--- config.mk ---
export PLATFORM = sky130hd
export DESIGN_NAME = hbtm_engine
export DESIGN_NICKNAME = d
export VERILOG_FILES = /design/src/hbtm_pkg.sv /design/src/hbtm_engine.sv
export SDC_FILE = /design/constraint.sdc
export NUM_CORES = 1
export LEC_CHECK = 0
export BUFFER_PORTS_ARGS = -buffer_cell sky130_fd_sc_hd__buf_2
export CAP_MARGIN = 20
export CELL_PAD_IN_SITES_DETAIL_PLACEMENT = 0
export CELL_PAD_IN_SITES_GLOBAL_PLACEMENT = 2
export CORE_ASPECT_RATIO = 0.9
export CORE_MARGIN = 5
export CORE_UTILIZATION = 38
export CTS_CLUSTER_DIAMETER = 40
export CTS_CLUSTER_SIZE = 25
export DETAILED_ROUTE_END_ITERATION = 8
export PLACE_DENSITY = 0.95
export SYNTH_ARGS = -nofsm -noshare
export SYNTH_HDL_FRONTEND = slang
export SYNTH_SLANG_ARGS = --single-unit
--- constraint.sdc ---
create_clock -name clk_i -period 25.7 [get_ports clk_i]
set_clock_uncertainty 0.05 [all_clocks]
set_input_delay 3.855 -clock clk_i [delete_from_list [all_inputs] [get_ports clk_i]]
set_output_delay 3.855 -clock clk_i [all_outputs]
set_load 0.02 [all_outputs]
--- src/hbtm_pkg.sv ---
// ----------------------------------------------------------------------------
// Heartbeat monitor package
// Shared types, request/result payloads and constants.
// ----------------------------------------------------------------------------
package hbtm_pkg;

  localparam int unsigned ID_BITS_DEF    = 8;
  localparam int unsigned STAMP_BITS_DEF = 32;

  localparam int unsigned CNT_W   = 16;
  localparam int unsigned MISS_W  = 9;
  localparam int unsigned CFG_W   = 16;
  localparam int unsigned CFG_IDX_W = 2;

  localparam logic [CNT_W-1:0]  CNT_MAX  = '1;
  localparam logic [MISS_W-1:0] MISS_MAX = '1;

  localparam logic [15:0] INTERVAL_RST   = 16'd5;
  localparam logic [15:0] TIMEOUT_RST    = 16'd10;
  localparam logic [7:0]  MAX_MISSES_RST = 8'd3;

  typedef enum logic [1:0] {
    KIND_TICK  = 2'd0,
    KIND_RESP  = 2'd1,
    KIND_START = 2'd2,
    KIND_STOP  = 2'd3
  } hbtm_kind_e;

  typedef enum logic [CFG_IDX_W-1:0] {
    CFG_INTERVAL   = 2'd0,
    CFG_TIMEOUT    = 2'd1,
    CFG_MAX_MISSES = 2'd2
  } hbtm_cfg_idx_e;

  typedef struct packed {
    logic [1:0] kind;
    logic [7:0] response_id;
  } hbtm_req_t;

  typedef struct packed {
    logic              send_valid;
    logic [7:0]        send_id;
    logic              disconnect;
    logic [MISS_W-1:0] miss_count;
    logic              running;
  } hbtm_rsp_t;

  typedef struct packed {
    logic [15:0] interval_ticks;
    logic [15:0] timeout_ticks;
    logic [7:0]  max_misses;
  } hbtm_cfg_t;

endpackage

--- src/hbtm_engine.sv ---
// ----------------------------------------------------------------------------
// Heartbeat monitor engine
// Request sequencer: send decision, pipelined table scan, response clear.
// ----------------------------------------------------------------------------
module hbtm_engine #(
  parameter int unsigned ID_BITS    = hbtm_pkg::ID_BITS_DEF,
  parameter int unsigned STAMP_BITS = hbtm_pkg::STAMP_BITS_DEF
) (
  input  logic                  clk_i,
  input  logic                  rst_ni,
  input  logic                  start,
  output logic                  busy,
  input  hbtm_pkg::hbtm_req_t   req_i,
  input  hbtm_pkg::hbtm_cfg_t   cfg_i,
  output logic                  rsp_valid_o,
  output hbtm_pkg::hbtm_rsp_t   rsp_o,
  output logic                  mem_we_o,
  output logic [ID_BITS-1:0]    mem_waddr_o,
  output logic [STAMP_BITS:0]   mem_wdata_o,
  output logic                  mem_re_o,
  output logic [ID_BITS-1:0]    mem_raddr_o,
  input  logic [STAMP_BITS:0]   mem_rdata_i
);

  typedef enum logic [2:0] {
    ST_CLEAR,
    ST_IDLE,
    ST_RESP,
    ST_SCAN,
    ST_TICK_END
  } state_e;

  state_e                        state_q;
  logic [ID_BITS-1:0]            clr_q;
  logic                          active_q;
  logic [hbtm_pkg::CNT_W-1:0]    icnt_q;
  logic [hbtm_pkg::CNT_W-1:0]    ccnt_q;
  logic [STAMP_BITS-1:0]         now_q;
  logic [ID_BITS-1:0]            nid_q;
  logic [hbtm_pkg::MISS_W-1:0]   missed_q;
  logic                          sv_q;
  logic [7:0]                    sid_q;
  logic                          disc_q;
  logic                          rvld_q;
  logic [ID_BITS-1:0]            rid_q;
  logic [ID_BITS:0]              scan_q;
  logic                          ev_vld_q;
  logic [ID_BITS-1:0]            ev_addr_q;

  logic                          accept;
  logic [ID_BITS-1:0]            rid;
  logic                          send_now;
  logic                          check_now;
  logic                          ent_valid;
  logic [STAMP_BITS-1:0]         ent_stamp;
  logic [STAMP_BITS-1:0]         age;
  logic                          expired;
  logic [hbtm_pkg::MISS_W-1:0]   miss_next;
  logic                          limit_hit;
  logic                          scan_done;
  logic                          issue;

  always_comb begin
    accept    = start && (state_q == ST_IDLE);
    rid       = ID_BITS'(req_i.response_id);
    send_now  = active_q && (icnt_q >= cfg_i.interval_ticks);
    check_now = active_q && (ccnt_q >= cfg_i.timeout_ticks);
    ent_valid = mem_rdata_i[STAMP_BITS];
    ent_stamp = mem_rdata_i[STAMP_BITS-1:0];
    age       = now_q - ent_stamp;
    expired   = ev_vld_q && ent_valid && (age > STAMP_BITS'(cfg_i.timeout_ticks));
    miss_next = (expired && (missed_q != hbtm_pkg::MISS_MAX)) ? missed_q + 1'b1 : missed_q;
    // limit is tested after every pending entry visited, expired or not
    limit_hit = ev_vld_q && ent_valid &&
                (miss_next > hbtm_pkg::MISS_W'(cfg_i.max_misses));
    scan_done = scan_q[ID_BITS];
    issue     = (state_q == ST_SCAN) && !limit_hit && !scan_done;
  end

  always_comb begin
    mem_we_o    = 1'b0;
    mem_waddr_o = '0;
    mem_wdata_o = '0;
    mem_re_o    = 1'b0;
    mem_raddr_o = '0;
    unique case (state_q)
      ST_CLEAR: begin
        mem_we_o    = 1'b1;
        mem_waddr_o = clr_q;
      end
      ST_IDLE: begin
        if (accept && (req_i.kind == hbtm_pkg::KIND_TICK) && send_now) begin
          mem_we_o    = 1'b1;
          mem_waddr_o = nid_q;
          mem_wdata_o = {1'b1, now_q};
        end
        if (accept && (req_i.kind == hbtm_pkg::KIND_RESP)) begin
          mem_re_o    = 1'b1;
          mem_raddr_o = rid;
        end
      end
      ST_RESP: begin
        if (ent_valid) begin
          mem_we_o    = 1'b1;
          mem_waddr_o = rid_q;
        end
      end
      ST_SCAN: begin
        // write-back goes to the entry in evaluation, read to the next one
        if (expired) begin
          mem_we_o    = 1'b1;
          mem_waddr_o = ev_addr_q;
        end
        if (issue) begin
          mem_re_o    = 1'b1;
          mem_raddr_o = scan_q[ID_BITS-1:0];
        end
      end
      ST_TICK_END: begin
      end
      default: begin
      end
    endcase
  end

  always_ff @(posedge clk_i or negedge rst_ni) begin
    if (!rst_ni) begin
      state_q   <= ST_CLEAR;
      clr_q     <= '0;
      active_q  <= 1'b0;
      icnt_q    <= '0;
      ccnt_q    <= '0;
      now_q     <= '0;
      nid_q     <= '0;
      missed_q  <= '0;
      sv_q      <= 1'b0;
      sid_q     <= '0;
      disc_q    <= 1'b0;
      rvld_q    <= 1'b0;
      rid_q     <= '0;
      scan_q    <= '0;
      ev_vld_q  <= 1'b0;
      ev_addr_q <= '0;
    end else begin
      rvld_q <= 1'b0;
      unique case (state_q)
        ST_CLEAR: begin
          clr_q <= clr_q + 1'b1;
          if (clr_q == '1) begin
            state_q <= ST_IDLE;
          end
        end
        ST_IDLE: begin
          if (start) begin
            sv_q   <= 1'b0;
            sid_q  <= '0;
            disc_q <= 1'b0;
            unique case (req_i.kind)
              hbtm_pkg::KIND_TICK: begin
                if (send_now) begin
                  sv_q   <= 1'b1;
                  sid_q  <= 8'(nid_q);
                  nid_q  <= nid_q + 1'b1;
                  icnt_q <= '0;
                end
                if (check_now) begin
                  ccnt_q   <= '0;
                  scan_q   <= '0;
                  ev_vld_q <= 1'b0;
                  state_q  <= ST_SCAN;
                end else begin
                  state_q  <= ST_TICK_END;
                end
              end
              hbtm_pkg::KIND_RESP: begin
                rid_q   <= rid;
                state_q <= ST_RESP;
              end
              hbtm_pkg::KIND_START: begin
                active_q <= 1'b1;
                icnt_q   <= '0;
                ccnt_q   <= '0;
                rvld_q   <= 1'b1;
              end
              hbtm_pkg::KIND_STOP: begin
                active_q <= 1'b0;
                rvld_q   <= 1'b1;
              end
              default: begin
              end
            endcase
          end
        end
        ST_RESP: begin
          if (ent_valid) begin
            missed_q <= '0;
          end
          rvld_q  <= 1'b1;
          state_q <= ST_IDLE;
        end
        ST_SCAN: begin
          if (ev_vld_q) begin
            missed_q <= miss_next;
          end
          if (limit_hit) begin
            // drop the read in flight and disconnect
            disc_q   <= 1'b1;
            active_q <= 1'b0;
            ev_vld_q <= 1'b0;
            state_q  <= ST_TICK_END;
          end else if (issue) begin
            ev_vld_q  <= 1'b1;
            ev_addr_q <= scan_q[ID_BITS-1:0];
            scan_q    <= scan_q + 1'b1;
          end else begin
            ev_vld_q <= 1'b0;
            if (!ev_vld_q && scan_done) begin
              state_q <= ST_TICK_END;
            end
          end
        end
        ST_TICK_END: begin
          if (active_q) begin
            icnt_q <= (icnt_q == hbtm_pkg::CNT_MAX) ? icnt_q : icnt_q + 1'b1;
            ccnt_q <= (ccnt_q == hbtm_pkg::CNT_MAX) ? ccnt_q : ccnt_q + 1'b1;
          end
          now_q   <= now_q + 1'b1;
          rvld_q  <= 1'b1;
          state_q <= ST_IDLE;
        end
        default: begin
          state_q <= ST_IDLE;
        end
      endcase
    end
  end

  assign busy        = (state_q != ST_IDLE);
  assign rsp_valid_o = rvld_q;

  always_comb begin
    rsp_o.send_valid = sv_q;
    rsp_o.send_id    = sid_q;
    rsp_o.disconnect = disc_q;
    rsp_o.miss_count = missed_q;
    rsp_o.running    = active_q;
  end

endmodule

==> PnR_summary.wiki <==
{| class="wikitable"
! Metric !! Value
|-
| Pins Over Slew Limit || 0
|-
| Switching Power || 0.279 mW
|-
| Nature of the critical path endpoint || primary output
|-
| Worst vdd rail ir drop || 0.0396 mV
|-
| Combinational group share of total power || between 30% and 40%
|-
| Clk pwr share || approximately a third
|-
| Chip height || 167 µm
|-
| Leak pwr || roughly 6.0 nW
|-
| Total iterations of the first detailed-routing run || 5
|-
| Remaining routing DRC violations || 0
|-
| Number of antenna violations at the first check in global routing || 0
|-
| Total via count in the routed design || 9347
|-
| Mapped Area || between 10000 and 15000 µm²
|-
| Status || finished, final reports clean
|-
| Net total in the final layout || ~1500
|-
| Worst hold path class || reg -> reg
|-
| H-tree depth reported by CTS || 4
|-
| Core region area || between 20000 and 30000 µm²
|-
| Cell variety after synth || 84
|-
| Leading cell types by total area after synthesis || sky130_fd_sc_hd__dfrtp_1, sky130_fd_sc_hd__ha_1, sky130_fd_sc_hd__xnor2_1
|-
| Met3 demand-to-capacity share in global routing || under 10%
|-
| Critical Path Slowest Stage Cell || sky130_fd_sc_hd__mux2i_2
|-
| Total global routing overflow || 0
|-
| Row cnt || 57
|-
| Worst Setup Path Type || in -> out
|-
| Detail Placement HPWL || 22900 µm
|-
| Root buffer cell || sky130_fd_sc_hd__clkbuf_16
|-
| Met2 usage || around 28%
|-
| Finished layout cell area || ~12000 µm²
|-
| Routability Congestion || 0.873
|-
| Most common cell in the netlist || sky130_fd_sc_hd__dfrtp_1
|-
| Portion of the clock cycle consumed by the worst path in the final layout || 58.6%
|-
| Count of state elements after synthesis || 130
|-
| Count of inserted antenna diode cells || 0
|-
| Rel. slew slack || between 30% and 40%
|-
| Synth async-reset ratio || 100%
|-
| Switching power as a share of total power || 37.3%
|-
| Data arrival at the endpoint of the critical path || between 10 and 15 ns
|-
| Initial detailed-routing violation count || 751
|-
| Delay of the slowest cell on the worst path || approximately 0.69 ns
|-
| Internal || ~0.47 mW
|-
| Kind of start point of the critical path || input port
|-
| Clock tree from TritonCTS || done
|-
| Total of cells resized after clock tree synthesis || 0
|-
| Clock slew at the register clock pins of the worst setup and hold paths || 0.06 ns
|-
| RSZ-0062 raised after global routing || no
|-
| # hold bufs at CTS || 0
|-
| Grt met1 use || 30.1%
|-
| Clock buffer count from CTS || 17
|-
| Post-synthesis average cell area || 8.70 µm²
|-
| Final non-filler cell total || roughly 1700
|-
| Crit path required time || ~22 ns
|-
| Sequential power share || a little over a third
|-
| Drt via density || 5.51
|-
| Detailed-route wire length per cell || ~17 µm
|-
| Ranking of synthesized cells by instance count || sky130_fd_sc_hd__dfrtp_1, sky130_fd_sc_hd__ha_1, sky130_fd_sc_hd__nand2_1
|-
| Crit path time final || approximately 15 ns
|-
| Slew at the pin with the worst max-slew slack || between 0.9 and 1 ns
|-
| Routed Antenna Nets || 0
|-
| Buffer levels on the longest clock path || 2
|-
| Post-synth EDFFs || 0
|-
| Port bufs || 158
|-
| Power density of the placed cells || approximately 60 nW/µm²
|-
| Largest net degree at the start of global routing || 68
|-
| Area fraction of the dominant cell type after synthesis || a little under a third
|-
| Maximum fanout along the worst path || 18
|-
| Total Die Area || approximately 30000 µm²
|-
| Post-place instance area || 11500 µm²
|-
| Effective utilization at floorplan || about two fifths
|-
| Most used cell, CP || sky130_fd_sc_hd__a21oi_1
|-
| Horiz. Die Dim || between 150 and 200 µm
|-
| Power after layout || 0.746 mW
|-
| Vias in the first global route || slightly above 9000
|-
| F_max || approximately 0.066 GHz
|-
| Top cell type by total area after synthesis || sky130_fd_sc_hd__dfrtp_1
|-
| Clk_lat worst skew || roughly 0.43 ns
|-
| # Post-CTS Setup Buffers || 0
|-
| Routed Wire Length || approximately 30000 µm
|-
| Synth warn || 0
|-
| Area growth syn-to-layout || 16.2%
|-
| Proportion of layout cells with a drive suffix above 1 || between 10% and 20%
|-
| Syn Nets || about 1400
|-
| Global Route Usage Sum || 19.2%
|-
| Summed negative setup slack over all endpoints || 0 ns
|-
| Mapped Cells || 1193
|-
| Wire length of the first global-routing pass || between 40000 and 50000 µm
|-
| Final-report setup violation count || 0
|-
| CTS Sinks || 130
|-
| # IOs || roughly 160
|-
| Predominant post-synthesis flop cell || sky130_fd_sc_hd__dfrtp_1
|-
| Busiest layer in global routing || met1
|-
| Final count of hold timing violations || 0
|-
| Inst Count DP || approximately 1700
|-
| Share of synthesized area occupied by flip-flops and latches || 31.3%
|-
| Number of maximum-capacitance violations || 0
|}
## through the flow
stage	utilization, %	setup WS (ns)	hold slack, ns
final	44.8	10.64	0.421
after global routing	44.8	10.03	0.442
after CTS	44.7	10.68	0.425
after detailed placement	42.5	10.72	0.417
after global placement	42.5	10.91	0.405
after floorplan	-	11.99	0.387
## state kept, by name, indices dropped and copies added (netlist names)
register	flops
active_q	1
ccnt_q	16
clr_q	8
disc_q	1
ev_addr_q	8
ev_vld_q	1
icnt_q	16
missed_q	9
nid_q	8
now_q	32
rid_q	8
rsp_valid_o	1
scan_q	9
sid_q	8
state_q	3
sv_q	1
## area by class of cell
cell class	count	area, µm²
clock buffers	18	429
clock inverters	14	165
fillers	2719	14900
inverters	87	327
multi-input cells	924	6580
flip-flops and latches	130	3250
well taps	354	443
repair buffers	168	872
## layer usage
metal	share of wire, %	up-vias
met5	0	-
met1	52	4442
met3	4.7	24
met2	42	253
li1	-	4628
met4	1.1	0
## layout by cell type, fill, tap and decap left out, drive strengths merged, types with 5 or more instances in the layout
master	count
mux2	26
nand2b	19
and2	35
o21a	8
inv	96
nor3	33
mux2i	6
nor3b	9
xor2	21
nand2	93
o21ai	60
or3	11
nor2b	10
ha	95
a221o	8
and3	36
a21o	29
a211oi	5
a22o	24
or4	6
o31ai	16
nand3	44
buf	167
xnor2	61
a31oi	13
o311ai	7
o211ai	10
nand4	37
a21oi	70
nor4	12
nor2	62
dfrtp	130
clkbuf	19
## worst max-delay path: cells and delay by family
family | cells | cell delay, ns
compound gates | 13 | 2.34
xor+xnor | 1 | 0.14
fa+ha+maj | 3 | 0.86
buf+inv | 4 | 0.55
mux | 2 | 1.08
simple gates | 12 | 2.31
## power groups by stage
stage	clock network (mW)	registers (mW)	logic, mW
CTS	0.256	0.267	0.229
global route	0.265	0.272	0.255
global placement	0	0.269	0.225
finish	0.251	0.267	0.228
floorplan	0	0.262	0.161
detailed placement	0	0.270	0.228
## cell families after synthesis
kind of cell	share of synthesized area, %
AND/OR/NAND/NOR	21.7
XOR/XNOR	6.92
AO/OA/AOI/OAI	19.5
multiplexers	3.44
flip-flops	31.3
buffers and inverters	5.46
adder cells (fa/ha/maj)	11.6
## path summary, 6_finish.rpt
path                                startpoint            to  slack [ns]  cells past startpoint
worst max-delay path            mem_rdata_i[1]      mem_re_o       10.64                     35
worst min-delay path                  nid_q[2]      nid_q[2]        0.42                      1
worst max register to register        now_q[0]  ev_addr_q[3]       17.90                     31
worst min register to register        nid_q[2]      nid_q[2]        0.42                      1
max in group asynchronous               rst_ni     scan_q[2]       20.72                      2
min in group asynchronous               rst_ni      now_q[2]        3.53                      1
(Power assumes the default switching activity.)
